[src/hw/rtl/ilp_pkg.sv]
// ----------------------------------------------------------------------------
// Integer literal parser package
// Character codes, radix and scan-position types, and digit decoding that are
// shared by the integer literal parser.
// ----------------------------------------------------------------------------
package ilp_pkg;

  // Width of the result value on the output stream
  localparam int ValueW = 64;
  // Width of one input character
  localparam int CharW  = 8;
  // Width of a decoded digit (0..15, 16 means "not a digit")
  localparam int DigitW = 5;

  // Radix selection
  typedef enum logic [1:0] {
    RADIX_DEC = 2'd0,
    RADIX_HEX = 2'd1,
    RADIX_BIN = 2'd2
  } radix_t;

  // Scan position within the token
  typedef enum logic [1:0] {
    POS_START  = 2'd0,  // token start
    POS_SIGN   = 2'd1,  // after the outer sign
    POS_PREFIX = 2'd2,  // after '&' or a leading '0'
    POS_BODY   = 2'd3   // inside the digit body
  } pos_t;

  // Character codes
  localparam logic [CharW-1:0] CH_PLUS    = 8'h2B;  // '+'
  localparam logic [CharW-1:0] CH_MINUS   = 8'h2D;  // '-'
  localparam logic [CharW-1:0] CH_PERCENT = 8'h25;  // '%'
  localparam logic [CharW-1:0] CH_AMP     = 8'h26;  // '&'
  localparam logic [CharW-1:0] CH_0       = 8'h30;  // '0'
  localparam logic [CharW-1:0] CH_9       = 8'h39;  // '9'
  localparam logic [CharW-1:0] CH_A_UP    = 8'h41;  // 'A'
  localparam logic [CharW-1:0] CH_F_UP    = 8'h46;  // 'F'
  localparam logic [CharW-1:0] CH_A_LO    = 8'h61;  // 'a'
  localparam logic [CharW-1:0] CH_F_LO    = 8'h66;  // 'f'
  localparam logic [CharW-1:0] CH_H_UP    = 8'h48;  // 'H'
  localparam logic [CharW-1:0] CH_H_LO    = 8'h68;  // 'h'
  localparam logic [CharW-1:0] CH_B_UP    = 8'h42;  // 'B'
  localparam logic [CharW-1:0] CH_B_LO    = 8'h62;  // 'b'
  localparam logic [CharW-1:0] CH_X_UP    = 8'h58;  // 'X'
  localparam logic [CharW-1:0] CH_X_LO    = 8'h78;  // 'x'

  // Radix values
  localparam logic [DigitW-1:0] RADIX_VAL_DEC = 5'd10;
  localparam logic [DigitW-1:0] RADIX_VAL_HEX = 5'd16;
  localparam logic [DigitW-1:0] RADIX_VAL_BIN = 5'd2;
  localparam logic [DigitW-1:0] DIGIT_NONE    = 5'd16;

  // Decode a character into a hex digit value, DIGIT_NONE if it is none
  function automatic logic [DigitW-1:0] digit_of(input logic [CharW-1:0] c);
    logic [DigitW-1:0] d;
    d = DIGIT_NONE;
    if (c >= CH_0 && c <= CH_9) begin
      d = DigitW'(c - CH_0);
    end else if (c >= CH_A_LO && c <= CH_F_LO) begin
      d = DigitW'(c - CH_A_LO) + 5'd10;
    end else if (c >= CH_A_UP && c <= CH_F_UP) begin
      d = DigitW'(c - CH_A_UP) + 5'd10;
    end
    return d;
  endfunction

endpackage

[src/hw/rtl/integer_literal_parser_unit.sv]
// ----------------------------------------------------------------------------
// Integer literal parser unit
// Path: input beat to result beat via the input register, finished token
//   register and output register; only a beat with tlast set yields a result.
// Throughput: one character beat per cycle; a last beat waits for a free
//   finished token register. Scan: constant-radix multiply-add, range compare.
// Reset: synchronous, active low; clears all pipeline valids and scan state.
// ----------------------------------------------------------------------------
module integer_literal_parser_unit #(
  parameter int VALUE_BITS = 64
) (
  input  logic                       clk,
  input  logic                       rst_n,
  // Input character stream
  input  logic                       in_tvalid,
  output logic                       in_tready,
  input  logic [ilp_pkg::CharW-1:0]  in_tdata,   // [7:0] ch
  input  logic                       in_tlast,   // last
  // Result stream
  output logic                       out_tvalid,
  input  logic                       out_tready,
  output logic [ilp_pkg::ValueW-1:0] out_tdata,  // [63:0] value
  output logic                       out_tuser   // [0] valid_res
);
  import ilp_pkg::*;

  localparam int PW = VALUE_BITS + 4;
  localparam logic [PW-1:0] LimitPos = {5'b0, {(VALUE_BITS-1){1'b1}}};
  localparam logic [VALUE_BITS-1:0] MagMax = {1'b1, {(VALUE_BITS-1){1'b0}}};

  // Input register
  logic                  s1_valid_r;
  logic [CharW-1:0]      s1_ch_r;
  logic                  s1_last_r;

  // Scan state
  logic                  outer_r,  outer_nxt;
  logic                  inner_r,  inner_nxt;
  radix_t                radix_r,  radix_nxt;
  pos_t                  pos_r,    pos_nxt;
  logic                  digits_r, digits_nxt;
  logic [VALUE_BITS-1:0] mag_r,    mag_nxt;
  logic                  failed_r, failed_nxt;

  // Finished token register
  logic                  s2_valid_r;
  logic                  s2_ok_r,  s2_ok_nxt;
  logic                  s2_neg_r, s2_neg_nxt;
  logic [VALUE_BITS-1:0] s2_mag_r;

  // Output register
  logic                  out_tvalid_r;
  logic [ValueW-1:0]     out_tdata_r, out_tdata_nxt;
  logic                  out_tuser_r;

  // Handshake
  logic s1_ready, s1_fire, s2_ready, s3_ready;

  // Body character evaluation
  logic [DigitW-1:0]     radix_val;
  logic [DigitW-1:0]     dig;
  logic [PW-1:0]         mag_ext, prod, acc, limit;
  logic                  body_minus, body_bad, use_body, take_char;

  logic signed [VALUE_BITS-1:0] val_s;

  // Stage readiness, ready flows backward
  assign s3_ready  = !out_tvalid_r || out_tready;
  assign s2_ready  = !s2_valid_r || s3_ready;
  assign s1_fire   = s1_valid_r && (!s1_last_r || s2_ready);
  assign s1_ready  = !s1_valid_r || s1_fire;
  assign in_tready = s1_ready;

  // Evaluate the character as a body digit against the current state
  always_comb begin
    case (radix_r)
      RADIX_HEX: radix_val = RADIX_VAL_HEX;
      RADIX_BIN: radix_val = RADIX_VAL_BIN;
      default:   radix_val = RADIX_VAL_DEC;
    endcase
    dig     = digit_of(s1_ch_r);
    mag_ext = PW'(mag_r);
    case (radix_r)
      RADIX_HEX: prod = mag_ext << 4;
      RADIX_BIN: prod = mag_ext << 1;
      default:   prod = (mag_ext << 3) + (mag_ext << 1);
    endcase
    acc        = prod + PW'(dig);
    limit      = LimitPos + PW'(inner_r);
    body_minus = (s1_ch_r == CH_MINUS) && !digits_r && !inner_r;
    body_bad   = (dig >= radix_val) || (acc > limit);
  end

  // Next scan state
  always_comb begin
    outer_nxt  = outer_r;
    inner_nxt  = inner_r;
    radix_nxt  = radix_r;
    pos_nxt    = pos_r;
    digits_nxt = digits_r;
    mag_nxt    = mag_r;
    failed_nxt = failed_r;
    use_body   = 1'b0;
    // Drop a trailing type suffix
    take_char  = !(s1_last_r && (s1_ch_r inside {CH_PERCENT, CH_AMP}));
    if (take_char) begin
      case (pos_r)
        POS_START, POS_SIGN: begin
          if (pos_r == POS_START && (s1_ch_r inside {CH_PLUS, CH_MINUS})) begin
            outer_nxt = (s1_ch_r == CH_MINUS);
            pos_nxt   = POS_SIGN;
          end else if (s1_ch_r == CH_AMP) begin
            digits_nxt = 1'b0;
            pos_nxt    = POS_PREFIX;
          end else if (s1_ch_r == CH_0) begin
            mag_nxt    = '0;
            digits_nxt = 1'b1;
            pos_nxt    = POS_PREFIX;
          end else begin
            use_body = 1'b1;
          end
        end
        POS_PREFIX: begin
          pos_nxt = POS_BODY;
          if (!digits_r) begin
            // After '&' only H or B may follow
            if (s1_ch_r inside {CH_H_UP, CH_H_LO}) begin
              radix_nxt = RADIX_HEX;
            end else if (s1_ch_r inside {CH_B_UP, CH_B_LO}) begin
              radix_nxt = RADIX_BIN;
            end else begin
              failed_nxt = 1'b1;
            end
          end else if (s1_ch_r inside {CH_X_UP, CH_X_LO}) begin
            radix_nxt  = RADIX_HEX;
            digits_nxt = 1'b0;
          end else if (s1_ch_r inside {CH_B_UP, CH_B_LO}) begin
            radix_nxt  = RADIX_BIN;
            digits_nxt = 1'b0;
          end else begin
            use_body = 1'b1;
          end
        end
        default: begin
          use_body = 1'b1;
        end
      endcase
    end
    // Apply a body character: inner sign, reject, or accumulate
    if (use_body) begin
      pos_nxt = POS_BODY;
      if (body_minus) begin
        inner_nxt = 1'b1;
      end else if (body_bad) begin
        failed_nxt = 1'b1;
      end else begin
        mag_nxt    = acc[VALUE_BITS-1:0];
        digits_nxt = 1'b1;
      end
    end
  end

  // Token outcome from the updated state
  always_comb begin
    s2_ok_nxt  = !failed_nxt && digits_nxt;
    s2_neg_nxt = inner_nxt ^ outer_nxt;
  end

  // Input register: hold until the scan stage takes the beat
  always_ff @(posedge clk) begin
    if (!rst_n) begin
      s1_valid_r <= 1'b0;
    end else if (s1_ready) begin
      s1_valid_r <= in_tvalid;
    end
    if (s1_ready && in_tvalid) begin
      s1_ch_r   <= in_tdata;
      s1_last_r <= in_tlast;
    end
  end

  // Scan state: advance per character, clear after the last one
  always_ff @(posedge clk) begin
    if (!rst_n || (s1_fire && s1_last_r)) begin
      outer_r  <= 1'b0;
      inner_r  <= 1'b0;
      radix_r  <= RADIX_DEC;
      pos_r    <= POS_START;
      digits_r <= 1'b0;
      mag_r    <= '0;
      failed_r <= 1'b0;
    end else if (s1_fire) begin
      outer_r  <= outer_nxt;
      inner_r  <= inner_nxt;
      radix_r  <= radix_nxt;
      pos_r    <= pos_nxt;
      digits_r <= digits_nxt;
      mag_r    <= mag_nxt;
      failed_r <= failed_nxt;
    end
  end

  // Finished token register
  always_ff @(posedge clk) begin
    if (!rst_n) begin
      s2_valid_r <= 1'b0;
    end else if (s2_ready) begin
      s2_valid_r <= s1_fire && s1_last_r;
    end
    if (s1_fire && s1_last_r) begin
      s2_ok_r  <= s2_ok_nxt;
      s2_neg_r <= s2_neg_nxt;
      s2_mag_r <= mag_nxt;
    end
  end

  // Apply the sign, wrap and sign-extend to the output width
  always_comb begin
    val_s         = s2_neg_r ? -$signed(s2_mag_r) : $signed(s2_mag_r);
    out_tdata_nxt = s2_ok_r ? ValueW'(val_s) : '0;
  end

  // Output register
  always_ff @(posedge clk) begin
    if (!rst_n) begin
      out_tvalid_r <= 1'b0;
    end else if (s3_ready) begin
      out_tvalid_r <= s2_valid_r;
    end
    if (s3_ready && s2_valid_r) begin
      out_tdata_r <= out_tdata_nxt;
      out_tuser_r <= s2_ok_r;
    end
  end

  assign out_tvalid = out_tvalid_r;
  assign out_tdata  = out_tdata_r;
  assign out_tuser  = out_tuser_r;

  // An invalid token always reports zero
  assert property (@(posedge clk) disable iff (!rst_n)
    (out_tvalid && !out_tuser) |-> (out_tdata == '0))
    else $error("invalid result carries a nonzero value");

  // Result is sign-extended from the value width
  assert property (@(posedge clk) disable iff (!rst_n)
    out_tvalid |-> ((out_tdata[ValueW-1:VALUE_BITS-1] == '0) ||
                    (out_tdata[ValueW-1:VALUE_BITS-1] == '1)))
    else $error("result is not sign-extended");

  // Scan state is cleared after the last character of a token
  assert property (@(posedge clk) disable iff (!rst_n)
    (s1_fire && s1_last_r) |=> (pos_r == POS_START && !failed_r && !digits_r &&
                                mag_r == '0))
    else $error("scan state not cleared after token end");

  // Magnitude never leaves the signed range
  assert property (@(posedge clk) disable iff (!rst_n)
    mag_r <= MagMax)
    else $error("magnitude exceeds the value range");

endmodule
[config.mk]
export PLATFORM = sky130hd
export DESIGN_NAME = integer_literal_parser_unit
export DESIGN_NICKNAME = d
export VERILOG_FILES = /design/src/hw/rtl/ilp_pkg.sv /design/src/hw/rtl/integer_literal_parser_unit.sv
export SDC_FILE = /design/constraint.sdc
export NUM_CORES = 1
export LEC_CHECK = 0
export BUFFER_PORTS_ARGS = -buffer_cell sky130_fd_sc_hd__buf_2
export CAP_MARGIN = 20
export CORE_ASPECT_RATIO = 1.25
export CORE_UTILIZATION = 45
export DETAILED_ROUTE_END_ITERATION = 16
export GPL_TIMING_DRIVEN = 0
export REMOVE_ABC_BUFFERS = 1
export SLEW_MARGIN = 10
export SYNTH_ARGS = -nofsm -noshare
export SYNTH_HDL_FRONTEND = slang
export SYNTH_SLANG_ARGS = --single-unit
[constraint.sdc]
create_clock -name clk -period 9.96 [get_ports clk]
set_clock_uncertainty 0.05 [all_clocks]
set_input_delay 0.498 -clock clk [delete_from_list [all_inputs] [get_ports clk]]
set_output_delay 0.498 -clock clk [all_outputs]
set_load 0.01 [all_outputs]
Word-level counts from Yosys, hierarchy flattened
Cells that the tools add are included.

Word-level logic and storage cells: 142. Input bits: 13. Output and inout port bits: 67. Bits in registers: 215.

Equal/unequal tests: 17. Reductions and logical operators: 36. Bitwise gates (word level): 2. Magnitude comparators: 8. $add $sub $neg: 9. Mux-type cells: 53.

Operators by type and width (count): 64-bit two-way mux (9); 68-bit case mux with 2 select lines (1); 67-bit by 65-bit adder with 68-bit output (1); 68-bit by 5-bit adder with 68-bit output (1); 68-bit by 64-bit > comparator with 1-bit output (1); 63-bit by 1-bit adder with 64-bit output, first input constant (1); 64-bit negator (1); 8-bit by 7-bit == test with 1-bit output, second input constant (6); 8-bit by 6-bit == test with 1-bit output, second input constant (5); 1-bit two-way mux (27); 2-bit two-way mux (9); 8-bit by 7-bit greater-or-equal comparator with 1-bit output, second input constant (2); 8-bit by 7-bit <= comparator with 1-bit output, second input constant (2); 5-bit two-way mux (3); 1-bit logical AND (12); 5-bit by 4-bit adder with 5-bit output, second input constant (2); 5-bit case mux with 2 select lines (1); 2-bit nonzero test (5); 5-bit by 1-bit subtractor with 5-bit output, second input constant (2); 8-bit by 6-bit greater-or-equal comparator with 1-bit output, second input constant (1); 8-bit by 6-bit <= comparator with 1-bit output, second input constant (1); 1-bit zero test (8); 1-bit logical OR (6); 5-bit greater-or-equal comparator (1); 14 further kinds (17).

Logic depth before layout (Yosys ltp)
Word-level depth: 13. Mapped depth: 47. Depth with buffers taken out: 36.

Worst setup path after synthesis
No wires, ideal clock.

Path type: flip-flop to flip-flop. From: register radix_r[0]. To: register mag_r[54]. Setup slack: 1739 ps. Arrival: 8098 ps. Data required time: 9837 ps. Buffers on the path: 13. Setup time: 73 ps. Cell stages (with the launch flop): 46. Clock period less this slack: 8221 ps. Path through: dfxtp_1 inv_1 ha_1 buf_4 buf_4 buf_4 buf_6 buf_4 buf_2 buf_2 buf_2 buf_1 buf_1 buf_1 o21a_1 ha_1 inv_1 fa_1 [10 not listed] inv_1 ha_1 a21o_1 a21o_1 a21oi_1 o21ai_0 a21oi_1 nor2b_1 o31a_1 o21ai_0 o211ai_1 nor2b_1 mux2i_1 a211o_1 buf_6 buf_6 or4_1 o211ai_2.

Word-level cells in the longest chain between the ends: 8. Elaborated cells on any way between the ends: 11. Classes of those cells: 1 x add/sub; 2 x order compare; 2 x eq/ne; 5 x mux; 1 x reduce/logical.

Ends and longest elaborated chain: from (decl) (line integer_literal_parser_unit.sv:39) `radix_t radix_r, radix_nxt;`; from (signal assigned) (line integer_literal_parser_unit.sv:195) `radix_r <= radix_nxt;`; 2-bit == test or 2-bit by 1-bit == test with 1-bit output (tied branches) (line integer_literal_parser_unit.sv:76, integer_literal_parser_unit.sv:83); 68-bit case mux with 2 select lines (line integer_literal_parser_unit.sv:83) `case (radix_r)`; 68-bit by 5-bit adder with 68-bit output (line integer_literal_parser_unit.sv:88) `acc = prod + PW'(dig);`; 68-bit by 64-bit > comparator with 1-bit output (line integer_literal_parser_unit.sv:91) `body_bad = (dig >= radix_val) || (acc > limit);`; 1-bit logical OR (line integer_literal_parser_unit.sv:91); 64-bit two-way mux * (line integer_literal_parser_unit.sv:154) `end else if (body_bad) begin`; 64-bit two-way mux * (line integer_literal_parser_unit.sv:152) `if (body_minus) begin`; 64-bit two-way mux * (line integer_literal_parser_unit.sv:150) `if (use_body) begin`; to (signal assigned) (line integer_literal_parser_unit.sv:198) `mag_r <= mag_nxt;`; to (decl) (line integer_literal_parser_unit.sv:42) `logic [VALUE_BITS-1:0] mag_r, mag_nxt;`.

Every way passes the cells marked *; elsewhere a longest branch is shown, timed or not. A chain may end at the register's enable or synchronous reset.

Final worst setup path
From: register mag_r[0]. To: register s2_mag_r[20] (data pin).

Word-level cells in the longest chain between the ends: 8.

Ends and longest elaborated chain: 67-bit by 65-bit adder with 68-bit output (line integer_literal_parser_unit.sv:86) `default: prod = (mag_ext << 3) + (mag_ext << 1);`; 68-bit case mux with 2 select lines * (line integer_literal_parser_unit.sv:83); 68-bit by 5-bit adder with 68-bit output * (line integer_literal_parser_unit.sv:88); 68-bit by 64-bit > comparator with 1-bit output (line integer_literal_parser_unit.sv:91); 1-bit logical OR (line integer_literal_parser_unit.sv:91); 64-bit two-way mux * (line integer_literal_parser_unit.sv:154); 64-bit two-way mux * (line integer_literal_parser_unit.sv:152); 64-bit two-way mux * (line integer_literal_parser_unit.sv:150); via mag_nxt[20] (line integer_literal_parser_unit.sv:42); to (signal assigned) (line integer_literal_parser_unit.sv:213) `s2_mag_r <= mag_nxt;`; to (decl) (line integer_literal_parser_unit.sv:49) `logic [VALUE_BITS-1:0] s2_mag_r;`.

The timed path passes the listed nets; every way through them passes the cells marked *.

==> qor.yml <==
die:
  design.portCount: 80
  initial_standard_cell_utilization_of_the_core: 0.4568
  chipWidth_um: 193.5
  die_area_um2: 46720
  fp.coreArea_um2: 45170
  fp.dieH_um: 241.4
  core.rowCount: 87
routing:
  remaining_drc_errors: 6
  drtIter0Drc: 1669
  finalWirelength_mm: 70.48
  vias: 19920
  avgRoutedWirePerCell_um: 22.70
  routed_via_density: 6.416
  detail_route.first_pass.iterations: 12
  antenna_left: 0
synthesis:
  yosys_warnings: 0
  synth.area.top_cells: "sky130_fd_sc_hd__edfxtp_1 20%, sky130_fd_sc_hd__ha_1 8.5%, sky130_fd_sc_hd__dfxtp_1 7.3%"
  yosys-mux-area-fraction: 0.03905
  ys_async_sr_fraction: 0
  post_synth_instance_area_um2: 20630
  synth_ff_type: "sky130_fd_sc_hd__edfxtp_1"
  distinct_cell_type_count_after_synthesis: 94
  synth-edff-count: 140
  syn-instance-count: 2539
  number_of_register_bits_inferred_by_synthesis: 215
  synthXorXnorAreaFrac: 0.05688
  largest_family_of_logic_cells_by_synthesized_area: "simple AND/OR/NAND/NOR gates"
  synth_simple_gate_area_frac: 0.2573
  synth_area_in_compound_gates: 0.2287
  synth_top_area_frac: 0.2037
  ys_seq_area_frac: 0.2765
  synth_fa_ha_area_frac: 0.08744
  post_synth.cell_area_avg_um2: 8.127
  yosys.area.top_type: "sky130_fd_sc_hd__edfxtp_1"
worst_setup_path:
  worst_setup_path_category: "register to register"
  worst_setup_path_end_kind: "register"
  critPathRequiredTime_ps: 10180
  critical_path.max_stage_delay_ps: 600
  timing.critical_path.slowest_stage_cell: "sky130_fd_sc_hd__nor3b_1"
  startpoint_type: "register"
  critical_path_peak_fanout: 72
  crit_arrival_ps: 9630
cts:
  cts_repair_resize_count: 0
  cts_max_path_buffers: 3
  insertion_delay_ps: 530
  postCtsSetupBuffers: 0
  postCtsHoldBufs: 0
  tritoncts_num_sinks: 215
  cts_htree_levels: 1
  clock-root-buffer: "sky130_fd_sc_hd__clkbuf_16"
  tritoncts: "yes"
  cts-buffers-inserted: 25
  clk_pin_slew_ps: 60
sta:
  worst_slew_pin_slew_ps: 1110
  grt_setup_unrepaired: "false"
  hold_violations: 0
  setup_viol: 0
  maxClockFrequency_ghz: 0.1063
  crit_share_post_route: 0.9445
  final.setup.worst_slack_ps: 552.8
  report.final.slew_viol_count: 0
  holdWs_ps: 97.61
  period_minus_slack_ps: 9407
  slew_headroom: 0.2582
min_path:
  min-delay-path-class: "input pin to register"
outcome:
  status: "finished, violations left"
  violations: "DRC"
pwr:
  power.density_cell_area_nw_per_um2: 94.49
  worst_voltage_drop_across_the_vdd_grid_mv: 0.1382
  power.leakage_uw: 0.008413
layout:
  fillCellCount: 4368
  syn2layout_area_growth_pct: 8.780
  instances_no_fill: 3105
  layout_common_cells: "382 x sky130_fd_sc_hd__nand2_1, 160 x sky130_fd_sc_hd__a21oi_1, 147 x sky130_fd_sc_hd__nor2_1, 140 x sky130_fd_sc_hd__edfxtp_1, 139 x sky130_fd_sc_hd__ha_1"
  fin_nets: 2667
  layout_cell_area_excl_fill_um2: 22450
  drive_gt1_frac: 0.08469
  mostFrequentLayoutCell: "sky130_fd_sc_hd__nand2_1"
  diodes: 0
grt:
  grt_pass1_wl_mm: 107.8
  grt_start_max_net_pins: 76
  grt_overflow_total: 0
  first_global_vias: 18510
  total_routing_resource_utilization_after_global_routing: 0.2929
  grt_antenna_before_repair: 0
place:
  hpwlAfterDp_mm: 54.23
  io_buffers: 79
  routability_cong: 0.9815
  post-place-cells: 3060
  dp_slack_ps: 554.7
  detailed_place.area_um2: 21590
job:
  maximum_capacitance_violations: 0
-- per-stage QoR --
stage | TNS [ps] | total power (uW) | utilization
after floorplan | -191880 | 1104 | -
after global placement | -958880 | 1159 | 0.4645
after detailed placement | 0 | 1173 | 0.4780
after CTS | 0 | 2135 | 0.4966
after global routing | 0 | 2186 | 0.4969
final | 0 | 2121 | 0.4969
-- cells by family after synthesis --
family / count (synthesis)
and+or+nand+nor: 1034
AOI/OAI and AO/OA: 682
buffers and inverters: 251
DFF: 215
adders and majority gates: 143
xor gates and xnor gates: 134
muxes: 80
-- synthesized netlist by cell type, drive strengths merged, types with 41 or more instances --
library cell and instances:
clkbuf 86, and2 70, o21ai 130, nor3 48
xor2 49, xnor2 85, inv 93, or4 79
edfxtp 140, mux2i 76, nor2 148, o211ai 93
buf 72, a21oi 166, ha 141, nand3 61
dfxtp 75, a221oi 41, nand4 70, nand2 383
-- routing by layer --
layer	global-route usage	part of all wire	wire length (um)
met3	0.01907	0.042	2969
met2	0.5086	0.48	33960
met4	0.1641	0.061	4276
met1	0.3635	0.42	29270
met5	0	0	0
-- final cells by class --
class                      instances  area (um2)  area share
sequential                       215        5709      0.2543
tap                              578       723.2     0.03222
timing repair buffer             102       905.9     0.04036
clock inverter                    17       214.0    0.009532
inverter                          93       351.6     0.01566
clock buffer                      26       629.4     0.02804
multi-input combinational       2074       13910      0.6198
-- power by group --
| part | switching [uW] | internal [uW] | leakage, uW |
|---|---|---|---|
| Clock | 380 | 585 | 0.000405 |
| Sequential | 18.7 | 965 | 0.00192 |
| Combinational | 108 | 64.4 | 0.00609 |
-- path summary, 6_finish.rpt --
kind / start / endpoint / slack (ps) / cells past startpoint
setup / recovery: mag_r[0]$_SDFFE_PP0P_ / s2_mag_r[20]$_DFFE_PP_ / 550 / 31
hold / removal: in_tdata[7] / s1_ch_r[7]$_DFFE_PP_ / 100 / 1
setup reg to reg: mag_r[0]$_SDFFE_PP0P_ / s2_mag_r[20]$_DFFE_PP_ / 550 / 31
hold reg to reg: outer_r$_SDFFE_PP0P_ / outer_r$_SDFFE_PP0P_ / 440 / 2
-- critical path: cells and delay by family (launching register included) --
family / cells / cell delay, ps
XOR/XNOR: 1 / 380
multiplexers: 3 / 700
adder cells (fa/ha/maj): 3 / 1060
AO/OA/AOI/OAI: 13 / 3030
AND/OR/NAND/NOR: 8 / 2860
flip-flops: 1 / 400
buffers and inverters: 3 / 590
-- flip-flops by register name (all words and copies together) (netlist names) --
register and flops:
s2_ok_r 1, outer_r 1, failed_r 1, s1_ch_r 8, s2_mag_r 64, out_tdata 64, mag_r 64, out_tuser 1
s1_last_r 1, s1_valid_r 1, inner_r 1, digits_r 1, s2_neg_r 1, out_tvalid 1, s2_valid_r 1, radix_r 2
pos_r 2
Power figures use the tool's default switching activity.
